==> config.mk <==
export PLATFORM = sky130hd
export DESIGN_NAME = c2p_prep
export DESIGN_NICKNAME = d
export VERILOG_FILES = /design/src/c2p_pkg.sv /design/src/c2p_prep.sv
export SDC_FILE = /design/constraint.sdc
export NUM_CORES = 1
export LEC_CHECK = 0
export ABC_AREA = 1
export BUFFER_PORTS_ARGS = -buffer_cell sky130_fd_sc_hd__buf_2
export CELL_PAD_IN_SITES_DETAIL_PLACEMENT = 1
export CELL_PAD_IN_SITES_GLOBAL_PLACEMENT = 1
export CORE_ASPECT_RATIO = 0.5
export CORE_UTILIZATION = 29
export CTS_CLUSTER_DIAMETER = 120
export DETAILED_ROUTE_END_ITERATION = 10
export HOLD_SLACK_MARGIN = 0.05
export PLACE_DENSITY = 0.87
export RECOVER_POWER = 100
export SETUP_SLACK_MARGIN = 0.15
export SYNTH_ARGS = -nofsm -noshare
export SYNTH_HDL_FRONTEND = slang
export SYNTH_SLANG_ARGS = --single-unit
==> constraint.sdc <==
create_clock -name clk -period 2.6 [get_ports clk]
set_input_delay 0.13 -clock clk [delete_from_list [all_inputs] [get_ports clk]]
set_output_delay 0.13 -clock clk [all_outputs]
set_load 0.02 [all_outputs]
==> src/c2p_pkg.sv <==
// Shared types, constants and the arctangent table for the Cartesian-to-polar converter.
package c2p_pkg;

  localparam int DATA_WIDTH     = 16;
  localparam int ITERATIONS_DEF = 16;
  localparam int GUARD_BITS     = 16;
  localparam int XY_W           = DATA_WIDTH + GUARD_BITS + 3;
  localparam int Z_W            = 32;
  localparam int GAIN_W         = 32;
  localparam int ATAN_ENTRIES   = 32;
  localparam int ANG_SHIFT      = Z_W - DATA_WIDTH;
  localparam int MUL_LO_W       = (XY_W - 1) / 2;
  localparam int MUL_HI_W       = XY_W - 1 - MUL_LO_W;
  localparam int PROD_W         = MUL_HI_W + GAIN_W;
  localparam int SUM_W          = XY_W + GAIN_W;
  localparam int MAG_SHIFT      = GAIN_W + GUARD_BITS;
  localparam int MAG_FULL_W     = SUM_W - MAG_SHIFT;

  localparam logic [GAIN_W-1:0] INV_GAIN = 32'd2608131496;
  localparam logic [Z_W-1:0]    Z_PI     = 32'h8000_0000;

  typedef logic [Z_W-1:0] atan_tab_t [ATAN_ENTRIES];

  localparam atan_tab_t ATAN_TABLE = '{
    32'h20000000, 32'h12E4051E, 32'h09FB385B, 32'h051111D4,
    32'h028B0D43, 32'h0145D7E1, 32'h00A2F61E, 32'h00517C55,
    32'h0028BE53, 32'h00145F2F, 32'h000A2F98, 32'h000517CC,
    32'h00028BE6, 32'h000145F3, 32'h0000A2FA, 32'h0000517D,
    32'h000028BE, 32'h0000145F, 32'h00000A30, 32'h00000518,
    32'h0000028C, 32'h00000146, 32'h000000A3, 32'h00000051,
    32'h00000029, 32'h00000014, 32'h0000000A, 32'h00000005,
    32'h00000003, 32'h00000001, 32'h00000001, 32'h00000000
  };

  typedef struct packed {
    logic signed [DATA_WIDTH-1:0] x_coord;
    logic signed [DATA_WIDTH-1:0] y_coord;
  } c2p_in_t;

  typedef struct packed {
    logic [DATA_WIDTH-1:0]        magnitude;
    logic signed [DATA_WIDTH-1:0] angle;
  } c2p_out_t;

  typedef struct packed {
    logic signed [XY_W-1:0] x;
    logic signed [XY_W-1:0] y;
    logic [Z_W-1:0]         z;
    logic                   zero;
  } cell_data_t;

endpackage

==> src/c2p_prep.sv <==
// Input stage: folds the left half-plane onto the right and scales by the guard bits.
module c2p_prep import c2p_pkg::*; (
  input  logic       clk,
  input  logic       rst_n,
  input  logic       up_valid,
  output logic       up_ready,
  input  c2p_in_t    up_data,
  output logic       dn_valid,
  input  logic       dn_ready,
  output cell_data_t dn_data
);

  logic                   valid_r;
  cell_data_t             data_r;
  cell_data_t             data_nxt;
  logic signed [XY_W-1:0] xe;
  logic signed [XY_W-1:0] ye;

  always_comb begin
    xe = XY_W'(up_data.x_coord);
    ye = XY_W'(up_data.y_coord);
    if (up_data.x_coord[DATA_WIDTH-1]) begin
      xe = -xe;
      ye = -ye;
      data_nxt.z = Z_PI;
    end else begin
      data_nxt.z = '0;
    end
    data_nxt.x    = xe <<< GUARD_BITS;
    data_nxt.y    = ye <<< GUARD_BITS;
    data_nxt.zero = (up_data.x_coord == '0) && (up_data.y_coord == '0);
  end

  assign up_ready = !valid_r || dn_ready;
  assign dn_valid = valid_r;
  assign dn_data  = data_r;

  always_ff @(posedge clk) begin
    if (!rst_n) begin
      valid_r <= 1'b0;
    end else if (up_ready) begin
      valid_r <= up_valid;
    end
    if (up_ready && up_valid) begin
      data_r <= data_nxt;
    end
  end

endmodule

======== Yosys cells after proc, flatten, opt, wreduce, memory -nomap -nowiden ========
Index checks and enable logic that the tools add are counted.
word-level totals
  output and inout bits ................... 105
  word-level logic and storage cells ...... 17
  register bits ........................... 72
  bits of input ports ..................... 36
operators by class
  add/sub/neg operators ................... 2
  reductions and logical operators ........ 6
  mux-type cells .......................... 3
operators with widths
  kind                               number
  16-bit negator with 19-bit output  2
  16-bit logical NOT                 2
  32-bit 2-to-1 mux                  1
  19-bit 2-to-1 mux                  1
  15-bit 2-to-1 mux                  1
  1-bit logical AND                  2
  1-bit logical NOT                  1
  1-bit logical OR                   1

======== Longest topological paths before layout ========
  word-level depth ........................ 3
  gate-level depth with buffers ........... 9

======== Least setup slack after synthesis ========
Ideal clock, no wire load.
  kind .................................... register to register
  start point ............................. register valid_r (netlist: dn_valid)
  end point ............................... register data_r, in the netlist dn_data[0], enable pin
  stages on the path, launching flop included .. 2
  path slack .............................. -0.243 ns
  clock period less this slack ............ 2.843 ns
  arrival time ............................ 2.392 ns
  required time ........................... 2.149 ns
  buffers on the path ..................... 0
  path through ............................ dfxtp_1 a21oi_1
on the way
  word-level cells in the longest chain between the ends .. 3
RTL lines
  what                    line            RTL
  start, declared         c2p_prep.sv:13  logic valid_r;
  start signal, assigned  c2p_prep.sv:42  valid_r <= up_valid;
  1-bit logical NOT       c2p_prep.sv:34  assign up_ready = !valid_r || dn_ready;
  1-bit logical OR        c2p_prep.sv:34
  1-bit logical AND       c2p_prep.sv:44  if (up_ready && up_valid) begin
  end signal, assigned    c2p_prep.sv:45  data_r <= data_nxt;
  end, declared           c2p_prep.sv:14  cell_data_t data_r;
No other way between the ends.
A chain may end at the register's enable or synchronous reset.

==> results.py <==
metrics = {
    "critical_path": {
        "cpPeakStageDelay_ps": 530,
        "path_cells": "dlygate4sd3_1, clkbuf_1, inv_1, ha_1, nand3_1, nor2_1, nand3_1, nand3_1, nand2_1",
        "r2r-end": "dn_data[92]$_DFFE_PP_",
        "critPathLaunchType": "input pin",
        "critPathCapture": "dn_data[98]$_DFFE_PP_",
        "r2r_start": "dn_valid$_SDFFE_PN0N_",
        "cp.required_ps": 2630,
        "path_max_fanout": 4,
        "cpMostUsedCell": "nand3_1",
        "endpoint_kind": "flop",
        "ff2ff_path_depth": 2,
        "crit_start": "up_data[16]",
        "cp_data_arrival_time_ps": 1810,
        "path_class": "input pin to flop",
        "timing.critical_path.slowest_stage_cell": "dlygate4sd3_1",
        "ff2ff_setup_slack_ps": 880,
    },
    "timing": {
        "rsz0062_at_grt": "no",
        "min_period_ps": 1780,
        "max_freq_mhz": 563,
        "min_period_over_period_pct": 68.3,
        "worst_slew_pin_slew_ps": 1090,
        "maxSlewViolCount": 0,
        "finClkSkew_ps": 4.49,
        "hold_viol_final": 0,
        "setup_tns_ps": 0,
        "setup_viol": 0,
        "slew_headroom_pct": 27.6,
        "finalWorstSetupSlack_ps": 824,
    },
    "power_and_ir_drop": {
        "p_switching_mw": 0.552,
        "total_power_mw": 1.90,
        "vdd_drop_max_mv": 0.316,
        "power_frac_comb_pct": 18.8,
        "power_density_nw_per_um2": 621,
        "p_leak_nw": 1.46,
        "internal-power_mw": 1.35,
        "seqPwrFrac_pct": 42.3,
        "swShare_pct": 29.1,
        "p_clk_share_pct": 38.9,
    },
    "drt": {
        "wl_per_cell_microns": 12.6,
        "vias_per_cell": 4.08,
        "dr_total_vias": 2070,
        "final_antenna_net_count": 0,
        "drc": 0,
        "drt_iter0_drc": 107,
        "drt_wl_total_microns": 6400,
        "dr.pass1.iters": 4,
    },
    "global_routing": {
        "grt_pass1_vias": 2077,
        "grt_pass1_wl_microns": 9940,
        "grt_max_degree": 41,
        "antenna_found_initial": 0,
        "grt_usage_pct": 13.3,
        "overflow": 0,
    },
    "layout": {
        "finalNetCount": 427,
        "drive_gt1_share_pct": 13.1,
        "area_growth_syn_to_layout_pct": 14.8,
        "diodes": 0,
        "fillers": 1110,
        "fin_area_sq_um": 3050,
        "instances_no_fill": 507,
    },
    "cts": {
        "cts.repair.resized": 0,
        "cts_tree": "yes",
        "clock_path_buffers": 2,
        "cts_buffers": 5,
        "insertion_delay_ps": 280,
        "ctsHtreeMaxLevel": 2,
        "cts.sinks": 41,
        "cts_root_buf": "clkbuf_16",
        "clkTransAtPathRegs_ps": 60,
    },
    "place": {
        "numPortBuffers": 77,
        "place_hpwl_microns": 4640,
        "gp_congestion": 0.757,
        "placed_area_sq_um": 2950,
        "dpl.cell_count": 498,
        "preCtsSetupSlack_ps": 1020,
    },
    "synthesis": {
        "ys_ff_latch": 41,
        "ys_warn_count": 0,
        "syn_area_per_cell_sq_um": 8.73,
        "netlist_instances": 305,
        "synth_area_sq_um": 2660,
        "yosysSeqAreaShare_pct": 45.9,
        "yosysUniqueCellTypes": 26,
    },
    "die": {
        "core_area_sq_um": 8800,
        "start_util_pct": 30.2,
        "dieArea_sq_um": 9590,
        "fp.dieW_microns": 137,
        "row_count": 24,
        "boundaryPins": 141,
        "die_h_microns": 69.7,
    },
    "min_path": {
        "hold_depth": 2,
        "hold_class": "input pin to flop",
    },
    "status": {
        "outcome": "completed",
    },
    "job": {
        "cap_violations": 0,
    },
}
==> metal layers <==
layer  vias to the layer above  routed length [microns]  global-route usage (%)
li1                       1004                        -                       -
met1                       981                     2460                    14.5
met2                        76                     3450                    25.2
met3                         9                      398                    2.34
met4                         0                       85                    5.01
met5                         -                        0                       0
==> timing repair <==
| item | in CTS | in global routing |
|---|---|---|
| buffers inserted | 0 | 0 |
| hold buffers | 1 | 0 |
| hold endpoints to repair | 1 | 0 |
==> synthesized netlist by cell type <==
cell type / instances / area share, %
nor2_1: 20 / 2.8
xor2_1: 13 / 4.3
nor2_2: 5 / 1.2
conb_1: 1 / 0.14
o21ai_2: 1 / 0.33
buf_2: 2 / 0.38
buf_4: 63 / 18
a21boi_0: 1 / 0.28
nor3_2: 1 / 0.38
nand3_2: 4 / 1.5
nand3_1: 26 / 4.9
nand4_1: 1 / 0.24
a21oi_1: 1 / 0.19
inv_2: 3 / 0.42
nand2_1: 73 / 10
dfxtp_1: 1 / 0.75
xnor2_1: 1 / 0.33
inv_1: 33 / 4.7
nand3b_1: 1 / 0.28
buf_6: 2 / 0.85
nor3_1: 1 / 0.19
edfxtp_1: 40 / 45
o21ai_0: 6 / 1.1
ha_1: 2 / 0.94
nand2_2: 2 / 0.47
o21ai_1: 1 / 0.19
==> layout make-up <==
cell class                 count  area [sq um]  share of cell area (%)
sequential                    41          1220                    40.0
multi-input combinational    226          1030                    33.8
timing repair buffer          79           344                    11.3
tap                          117           146                    4.79
clock buffer                   6           139                    4.55
inverter                      36           135                    4.42
clock inverter                 2          37.5                    1.23
==> how the worst min path moves through the flow <==
| stage | startpoint | endpoint | slack [ps] |
|---|---|---|---|
| 2_1_floorplan | up_data[31] | dn_data[32]$_DFFE_PP_ | 230 |
| 3_3_place_gp | up_data[16] | dn_data[84]$_DFFE_PP_ | 340 |
| 3_5_place_dp | up_data[16] | dn_data[84]$_DFFE_PP_ | 330 |
| 4_1_cts | up_data[0] | dn_data[49]$_DFFE_PP_ | 60 |
| 5_1_grt | rst_n | dn_valid$_SDFFE_PN0N_ | 100 |
| 6_report | rst_n | dn_valid$_SDFFE_PN0N_ | 90 |
==> sequential cells by signal, indices dropped and copies added, names as in the netlist <==
signal and cells:
dn_data 40, dn_valid 1
==> cell families (layout without fill, tap and decap cells) <==
kind of cell / count (synthesis) / after routing / synth area share, %
other cells: 1 / 66 / 0.141
buf+inv: 103 / 123 / 24.1
fa+ha+maj: 2 / 2 / 0.940
compound gates: 10 / 10 / 2.12
flops: 41 / 41 / 45.9
xor+xnor: 14 / 14 / 4.61
simple gates: 134 / 134 / 22.2
==> per-stage QoR <==
step           hold WS (ps)  utilization (%)
6_report               92.4             34.7
5_1_grt                 101             34.7
4_1_cts                63.7             35.7
3_5_place_dp            335             33.5
3_3_place_gp            340             33.5
2_1_floorplan           229                -
==> worst max-delay path, delay by kind of cell <==
kind,cells,cell delay (ps)
AND/OR/NAND/NOR,5,780
buffers and inverters,3,730
adder cells (fa/ha/maj),1,170
==> layout by cell type (no fill, tap or decap), drive strengths merged <==
cell / instances
nand2: 75
conb: 66
clkbuf: 52
edfxtp: 40
inv: 36
buf: 32
nand3: 30
nor2: 25
xor2: 13
o21ai: 8
ha: 2
nor3: 2
xnor2: 1
nand3b: 1
a21oi: 1
nand4: 1
a21boi: 1
clkinvlp: 1
bufinv: 1
dfxtp: 1
dlygate4sd3: 1
==> power groups by stage <==
stage          combinational, mW  clock [mW]  sequential (mW)
2_1_floorplan              0.266           0            0.878
3_3_place_gp               0.355           0            0.814
3_5_place_dp               0.367           0            0.816
4_1_cts                    0.373       0.756            0.801
5_1_grt                    0.388       0.774            0.807
6_report                   0.356       0.738            0.803
Power figures use the tool's default switching activity.
