**src/c2p_pkg.sv**
```systemverilog
// Shared types, constants and the arctangent table for the Cartesian-to-polar converter.
package c2p_pkg;

  localparam int DATA_WIDTH     = 16;
  localparam int ITERATIONS_DEF = 16;
  localparam int GUARD_BITS     = 16;
  localparam int XY_W           = DATA_WIDTH + GUARD_BITS + 3;
  localparam int Z_W            = 32;
  localparam int GAIN_W         = 32;
  localparam int ATAN_ENTRIES   = 32;
  localparam int ANG_SHIFT      = Z_W - DATA_WIDTH;
  localparam int MUL_LO_W       = (XY_W - 1) / 2;
  localparam int MUL_HI_W       = XY_W - 1 - MUL_LO_W;
  localparam int PROD_W         = MUL_HI_W + GAIN_W;
  localparam int SUM_W          = XY_W + GAIN_W;
  localparam int MAG_SHIFT      = GAIN_W + GUARD_BITS;
  localparam int MAG_FULL_W     = SUM_W - MAG_SHIFT;

  localparam logic [GAIN_W-1:0] INV_GAIN = 32'd2608131496;
  localparam logic [Z_W-1:0]    Z_PI     = 32'h8000_0000;

  typedef logic [Z_W-1:0] atan_tab_t [ATAN_ENTRIES];

  localparam atan_tab_t ATAN_TABLE = '{
    32'h20000000, 32'h12E4051E, 32'h09FB385B, 32'h051111D4,
    32'h028B0D43, 32'h0145D7E1, 32'h00A2F61E, 32'h00517C55,
    32'h0028BE53, 32'h00145F2F, 32'h000A2F98, 32'h000517CC,
    32'h00028BE6, 32'h000145F3, 32'h0000A2FA, 32'h0000517D,
    32'h000028BE, 32'h0000145F, 32'h00000A30, 32'h00000518,
    32'h0000028C, 32'h00000146, 32'h000000A3, 32'h00000051,
    32'h00000029, 32'h00000014, 32'h0000000A, 32'h00000005,
    32'h00000003, 32'h00000001, 32'h00000001, 32'h00000000
  };

  typedef struct packed {
    logic signed [DATA_WIDTH-1:0] x_coord;
    logic signed [DATA_WIDTH-1:0] y_coord;
  } c2p_in_t;

  typedef struct packed {
    logic [DATA_WIDTH-1:0]        magnitude;
    logic signed [DATA_WIDTH-1:0] angle;
  } c2p_out_t;

  typedef struct packed {
    logic signed [XY_W-1:0] x;
    logic signed [XY_W-1:0] y;
    logic [Z_W-1:0]         z;
    logic                   zero;
  } cell_data_t;

endpackage

```
**src/c2p_comp.sv**
```systemverilog
// Output stages: gain compensation in two partial products, angle rounding and the result register.
module c2p_comp import c2p_pkg::*; (
  input  logic       clk,
  input  logic       rst_n,
  input  logic       up_valid,
  output logic       up_ready,
  input  cell_data_t up_data,
  output logic       dn_valid,
  input  logic       dn_ready,
  output c2p_out_t   dn_data
);

  logic                    mv_r;
  logic [PROD_W-1:0]       p_hi_r;
  logic [PROD_W-1:0]       p_lo_r;
  logic                    zero_r;
  logic [DATA_WIDTH-1:0]   ang_r;
  logic                    m_ready;

  logic [XY_W-2:0]         xu;
  logic [Z_W-1:0]          z_rnd;
  logic [DATA_WIDTH-1:0]   ang_nxt;

  logic                    ov_r;
  c2p_out_t                out_r;
  c2p_out_t                out_nxt;
  logic [SUM_W-1:0]        sum;
  logic [MAG_FULL_W-1:0]   mag_full;

  always_comb begin
    xu      = up_data.x[XY_W-1] ? '0 : up_data.x[XY_W-2:0];
    z_rnd   = up_data.z + (Z_W'(1) << (ANG_SHIFT - 1));
    ang_nxt = up_data.zero ? '0 : z_rnd[Z_W-1 -: DATA_WIDTH];
  end

  assign m_ready  = !ov_r || dn_ready;
  assign up_ready = !mv_r || m_ready;

  always_ff @(posedge clk) begin
    if (!rst_n) begin
      mv_r <= 1'b0;
    end else if (up_ready) begin
      mv_r <= up_valid;
    end
    if (up_ready && up_valid) begin
      p_hi_r <= PROD_W'(xu[XY_W-2:MUL_LO_W]) * PROD_W'(INV_GAIN);
      p_lo_r <= PROD_W'(xu[MUL_LO_W-1:0]) * PROD_W'(INV_GAIN);
      zero_r <= up_data.zero;
      ang_r  <= ang_nxt;
    end
  end

  always_comb begin
    sum = (SUM_W'(p_hi_r) << MUL_LO_W) + SUM_W'(p_lo_r)
        + (SUM_W'(1) << (MAG_SHIFT - 1));
    mag_full = sum[SUM_W-1:MAG_SHIFT];
    if (zero_r) begin
      out_nxt.magnitude = '0;
    end else if (mag_full[MAG_FULL_W-1:DATA_WIDTH] != '0) begin
      out_nxt.magnitude = '1;
    end else begin
      out_nxt.magnitude = mag_full[DATA_WIDTH-1:0];
    end
    out_nxt.angle = ang_r;
  end

  assign dn_valid = ov_r;
  assign dn_data  = out_r;

  always_ff @(posedge clk) begin
    if (!rst_n) begin
      ov_r <= 1'b0;
    end else if (m_ready) begin
      ov_r <= mv_r;
    end
    if (m_ready && mv_r) begin
      out_r <= out_nxt;
    end
  end

endmodule

```
**config.mk**
```make
export PLATFORM = sky130hd
export DESIGN_NAME = c2p_comp
export DESIGN_NICKNAME = d
export VERILOG_FILES = /design/src/c2p_pkg.sv /design/src/c2p_comp.sv
export SDC_FILE = /design/constraint.sdc
export NUM_CORES = 1
export LEC_CHECK = 0
export BUFFER_PORTS_ARGS = -buffer_cell sky130_fd_sc_hd__buf_2
export CORE_UTILIZATION = 50
export CTS_BUF_LIST = sky130_fd_sc_hd__clkbuf_8
export DETAILED_ROUTE_END_ITERATION = 7
export GPL_TIMING_DRIVEN = 0
export HOLD_SLACK_MARGIN = 0.12
export PLACE_DENSITY = 0.7
export SYNTH_ARGS = -nofsm -noshare
export SYNTH_HDL_FRONTEND = slang
export SYNTH_SLANG_ARGS = --single-unit
```
**constraint.sdc**
```tcl
create_clock -name clk -period 6.5 [get_ports clk]
set_clock_uncertainty 0.15 [all_clocks]
set_input_delay 0.325 -clock clk [delete_from_list [all_inputs] [get_ports clk]]
set_output_delay 0.325 -clock clk [all_outputs]
set_load 0.02 [all_outputs]
```
# Word level (Yosys, flattened, before mapping)

Index checks and enable logic that the tools add are counted.

Output and inout port bits: 34
Register bits: 143
Word-level logic and storage cells: 22

Add/sub/neg operators: 3
Reduce and logical (&&, ||, !) cells: 7
Multiply operators: 2
Multiplexer cells: 2

Operators with widths:

| cell                                                | number |
|---|---|
| multiplier 17 x 29 -> 46 bit, second input constant | 2 |
| adder 66 x 49 -> 67 bit                             | 1 |
| adder 67 x 48 -> 67 bit, second input constant      | 1 |
| 2-to-1 mux 34 bit                                   | 1 |
| adder 32 x 16 -> 32 bit, second input constant      | 1 |
| 2-to-1 mux 16 bit                                   | 1 |
| nonzero test 3 bit                                  | 1 |
| logical AND 1 bit                                   | 2 |
| logical NOT 1 bit                                   | 2 |
| logical OR 1 bit                                    | 2 |

# Longest topological paths before layout

Depth after elaboration: 4
Mapped depth: 26
Gate-level depth less buffers: 24

# Least setup slack after synthesis

OpenSTA, ideal clock, no wires.

Path kind: in2reg
Start: input port up_data[102] (netlist bit)
End: register p_lo_r[45] (data pin)
Path buffers: 2
Required time: 6.079 ns
Setup slack: -0.331 ns
Stages: 23
Arrival: 6.410 ns
Path through: clkbuf_1 clkbuf_1 nor2b_1 inv_1 fa_1 inv_1 fa_1 inv_1 fa_1 fa_1 inv_1 fa_1 fa_1 ha_1 o21a_1 a211o_1 a311o_1 a21oi_4 o311ai_4 a41oi_1 and2b_1 o311ai_1 xor2_1

Longest elaborated chain between the ends: 2

RTL lines:

| what                         | RTL line       | source |
|---|---|---|
| start: declaration           | c2p_comp.sv:7  | `input cell_data_t up_data,` |
| 2-to-1 mux 34 bit            | c2p_comp.sv:31 | `xu = up_data.x[XY_W-1] ? '0 : up_data.x[XY_W-2:0];` |
| multiplier 17 x 29 -> 46 bit | c2p_comp.sv:47 | `p_lo_r <= PROD_W'(xu[MUL_LO_W-1:0]) * PROD_W'(INV_GAIN);` |
| end signal: assignment       | c2p_comp.sv:47 |  |
| end: declaration             | c2p_comp.sv:15 | `logic [PROD_W-1:0] p_lo_r;` |

No other way between the ends.
A chain may end at the register's enable or synchronous reset.

# Worst setup path in the final report

Start: input port up_data[102] (netlist bit)
End: register p_lo_r[39] (data pin)

Same word-level chain as after synthesis.

==> results.toml <==
[synthesis]
post-synth-top-area-fraction_pct = 34.0
synth_area_leaders = "sky130_fd_sc_hd__fa_1 34%, sky130_fd_sc_hd__ha_1 20%, sky130_fd_sc_hd__edfxtp_1 16%, sky130_fd_sc_hd__inv_1 10%, sky130_fd_sc_hd__a21o_1 2.0%"
yosys_register_bits = 126
synthDominantAreaCellType = "sky130_fd_sc_hd__fa_1"
asyncSetResetFlopFracSynth_pct = 0
post_synth_edffs = 124
synth-warning-count = 0
synthCells = 2172
synth_top_flop_cell = "sky130_fd_sc_hd__edfxtp_1"
post_synth_instance_area_sq_mm = 0.0226
syn_avg_cell_area_sq_um = 10.4
ys_types = 69
synth-seq-area-share_pct = 16.6
syn-num-nets = 3028

[floorplanning]
placementRows = 77
start_util_pct = 51.0
io_pins = 141
die_outline_area_sq_mm = 0.0461
die_height_um = 215
width_of_the_die_um = 215
core_sq_mm = 0.0444

[global_routing]
grt_util_all_layers_pct = 26.0
grt_start_max_net_pins = 72
initial_antenna_violation_count = 0
grt_pass1_vias = 16880
global_route_wire_length_before_repair_mm = 91.6
grt_overflow_total = 0

[finish]
flow.area_growth_from_synthesis_pct = 16.0
antennaDiodeCount = 0
design.final.nets = 3240
final_layout_size_suffix_gt1_share_pct = 16.9
final_core_utilization_pct = 59.1

[drt]
wl_per_cell_um = 19.2
totalWireLength_mm = 57.4
first_pass_iters = 5
postRouteAntennaNets = 0
via_count = 15693
via_density_per_instance = 5.25
route.detailed.drc = 0
drt_iter0_markers = 1020

[min_path]
hold_path_class = "input port to flop"
whs_path_depth = 3

[power]
irDropWorstVdd_uv = 510
post-layout-total-power_mw = 14.6
cellLeakagePower_nw = 13.5
pwr_density_cell_mw_per_mm2 = 555

[critical_path]
timing.critical_path.to_type = "flop"
crit_path_max_fanout = 6
worst_setup_path_start_kind = "input port"
r2r.worst_path.cells = 11
worst-endpoint-required_ns = 6.54
crit_type = "input port to flop"
cp.arrival_ns = 6.65

[clock_network]
cts-buffers-inserted = 17
ctsLongestPathBuffers = 2
max_h_tree_level = 4
cts_root_buf = "sky130_fd_sc_hd__clkbuf_8"
cts.sink_count = 126
insertion_delay_ns = 0.45
cts_tree = "done"
clk_transition_reported_paths_ns = 0.08

[sta]
setup_slack_ns = -0.106
slew_headroom_pct = 45.0
unrepaired_setup_endpoints_after_global_routing = "true"
maxSlewViolCount = 0
finalWorstPathRequiredPeriod_ns = 6.61
hold_violations = 0
worst-slew-pin-transition_ns = 0.824
timing.final.crit_share_pct = 102
finalSetupViolCount = 4
fmax_mhz = 151

[run_status]
run_status = "finished, violations left"
failed_checks = "negative setup slack"

[job]
cap_viol_max_count = 0

[placement]
dp_hpwl_mm = 48.2
place_congestion = 0.953
portBuffers = 88
==> placed cells by master, fill, tap and decap left out, types with 7 or more instances in the layout <==
master / instances
sky130_fd_sc_hd__clkinvlp_4: 7
sky130_fd_sc_hd__inv_1: 585
sky130_fd_sc_hd__a21oi_1: 62
sky130_fd_sc_hd__xor2_1: 47
sky130_fd_sc_hd__ha_2: 12
sky130_fd_sc_hd__clkbuf_1: 16
sky130_fd_sc_hd__buf_6: 7
sky130_fd_sc_hd__o21ai_0: 30
sky130_fd_sc_hd__nand4_1: 23
sky130_fd_sc_hd__ha_4: 31
sky130_fd_sc_hd__a21oi_2: 9
sky130_fd_sc_hd__nor2b_1: 14
sky130_fd_sc_hd__nor2_1: 66
sky130_fd_sc_hd__nor3_1: 8
sky130_fd_sc_hd__nand2b_1: 20
sky130_fd_sc_hd__dlygate4sd3_1: 18
sky130_fd_sc_hd__edfxtp_1: 124
sky130_fd_sc_hd__nand2_1: 48
sky130_fd_sc_hd__nand2b_4: 11
sky130_fd_sc_hd__a21o_1: 59
sky130_fd_sc_hd__clkbuf_8: 20
sky130_fd_sc_hd__fa_2: 24
sky130_fd_sc_hd__buf_2: 88
sky130_fd_sc_hd__inv_4: 7
sky130_fd_sc_hd__fa_1: 361
sky130_fd_sc_hd__inv_2: 24
sky130_fd_sc_hd__and3_1: 17
sky130_fd_sc_hd__buf_4: 73
sky130_fd_sc_hd__o21bai_1: 11
sky130_fd_sc_hd__nand3_1: 25
sky130_fd_sc_hd__and2_1: 10
sky130_fd_sc_hd__a31oi_1: 7
sky130_fd_sc_hd__nor2b_4: 11
sky130_fd_sc_hd__ha_1: 321
sky130_fd_sc_hd__and4_1: 7
sky130_fd_sc_hd__o21a_1: 12
sky130_fd_sc_hd__or2_2: 10
sky130_fd_sc_hd__xnor2_1: 49
==> worst max-delay path, stage by stage <==
cell and delay [ns]:
sky130_fd_sc_hd__buf_12 0.11, sky130_fd_sc_hd__clkbuf_16 0.18, sky130_fd_sc_hd__clkbuf_16 0.18, sky130_fd_sc_hd__nand2b_4 0.16, sky130_fd_sc_hd__fa_1 0.55, sky130_fd_sc_hd__inv_2 0.05, sky130_fd_sc_hd__fa_1 0.52, sky130_fd_sc_hd__inv_2 0.04
sky130_fd_sc_hd__fa_1 0.46, sky130_fd_sc_hd__fa_1 0.53, sky130_fd_sc_hd__inv_1 0.06, sky130_fd_sc_hd__fa_1 0.53, sky130_fd_sc_hd__fa_1 0.47, sky130_fd_sc_hd__ha_4 0.19, sky130_fd_sc_hd__a211o_1 0.23, sky130_fd_sc_hd__a211o_1 0.29
sky130_fd_sc_hd__a311o_1 0.40, sky130_fd_sc_hd__a21oi_4 0.22, sky130_fd_sc_hd__o311ai_4 0.19, sky130_fd_sc_hd__buf_6 0.19, sky130_fd_sc_hd__a211oi_4 0.33, sky130_fd_sc_hd__o21ai_2 0.13, sky130_fd_sc_hd__buf_4 0.16, sky130_fd_sc_hd__xor2_1 0.13
==> kinds of logic after synthesis <==
kind of cell             synth area share, %
adder cells (fa/ha/maj)                 54.2
AND/OR/NAND/NOR                         6.91
AO/OA/AOI/OAI                           7.79
flip-flops                              16.6
buffers and inverters                   10.7
XOR/XNOR                                3.75
multiplexers                          0.0442
==> stage by stage <==
| stage | worst slack, ns | TNS (ns) | cell area [sq um] | hold WS [ns] | std cells |
|---|---|---|---|---|---|
| 6_report | -0.106 | -0.328 | 26300 | 0.154 | 2989 |
| 5_1_grt | -0.252 | -1.59 | 26300 | 0.151 | 2989 |
| 4_1_cts | -0.109 | -0.152 | 25700 | 0.125 | 2958 |
| 3_5_place_dp | -2.14 | -82.83 | 23900 | 0.255 | 2853 |
| 3_3_place_gp | -2.05 | -79.24 | 23900 | 0.251 | 2852 |
| 2_1_floorplan | -0.00731 | -0.0104 | 22700 | 0.250 | 2172 |
==> sequential cells by signal (all words and copies together) (netlist names) <==
signal	flops
mv_r	1
p_hi_r	46
p_lo_r	29
dn_data	32
zero_r	1
ang_r	16
dn_valid	1
==> cells in the mapped netlist (all sizes together), types with 2 or more instances <==
| cell type | number |
|---|---|
| o311ai | 4 |
| o211ai | 4 |
| a21o | 59 |
| nor2b | 27 |
| ha | 364 |
| a31oi | 9 |
| o21bai | 11 |
| a31o | 2 |
| a2111oi | 6 |
| and2 | 11 |
| and3 | 19 |
| a22oi | 2 |
| dfxtp | 2 |
| xor2 | 47 |
| a41oi | 4 |
| xnor2 | 50 |
| o21ai | 32 |
| o21a | 13 |
| inv | 622 |
| nor3 | 8 |
| nand2 | 49 |
| nor2 | 66 |
| nand4b | 3 |
| nand3b | 2 |
| clkbuf | 21 |
| nand4 | 23 |
| a211oi | 12 |
| buf | 4 |
| fa | 385 |
| nand3 | 28 |
| and4 | 7 |
| a21oi | 73 |
| edfxtp | 124 |
| nand2b | 36 |
| or2 | 10 |
| o22ai | 2 |
| nor3b | 2 |
| o31ai | 8 |
| a311o | 2 |
| a211o | 3 |
==> power by group <==
group	internal (mW)	leakage, nW	switching (mW)
Combinational	5.30	12.1	6.79
Sequential	1.64	1.23	0.117
Clock	0.386	0.212	0.342
Total	7.33	13.5	7.25
==> path summary, 6_finish.rpt <==
kind                      from           to  slack (ns)
hold reg to reg       ang_r[8]   dn_data[8]        0.26
hold / removal     up_data[29]    ang_r[12]        0.15
setup reg to reg    p_hi_r[21]  dn_data[28]        2.24
setup / recovery  up_data[102]   p_lo_r[39]       -0.11
==> what timing repair did <==
item                                    in CTS  in global routing
hold endpoints to repair                    17                  0
cloned                                       2                  0
buffers inserted                            53                 32
pin swaps                                   59                 53
hold buffers                                18                  0
resized for setup                          152                 87
endpoints found under the setup margin      59                 28
==> final cells by class <==
class,count,area (sq um)
fill,3677,18200
multi-input combinational,1399,17400
sequential,126,3760
inverter,622,2380
timing repair buffer,194,1420
tap,592,741
clock buffer,17,234
clock inverter,15,189
buffer,24,166
==> per-layer routing <==
layer | share of wire [%] | up-vias | track usage, %
li1 | - | 7328 | -
met4 | 2.7 | 0 | 6.88
met3 | 6.6 | 67 | 5.63
met5 | 0 | - | 0
met1 | 46 | 7849 | 36.7
met2 | 45 | 449 | 40.6
No activity file was read; power rests on OpenSTA's default activity.
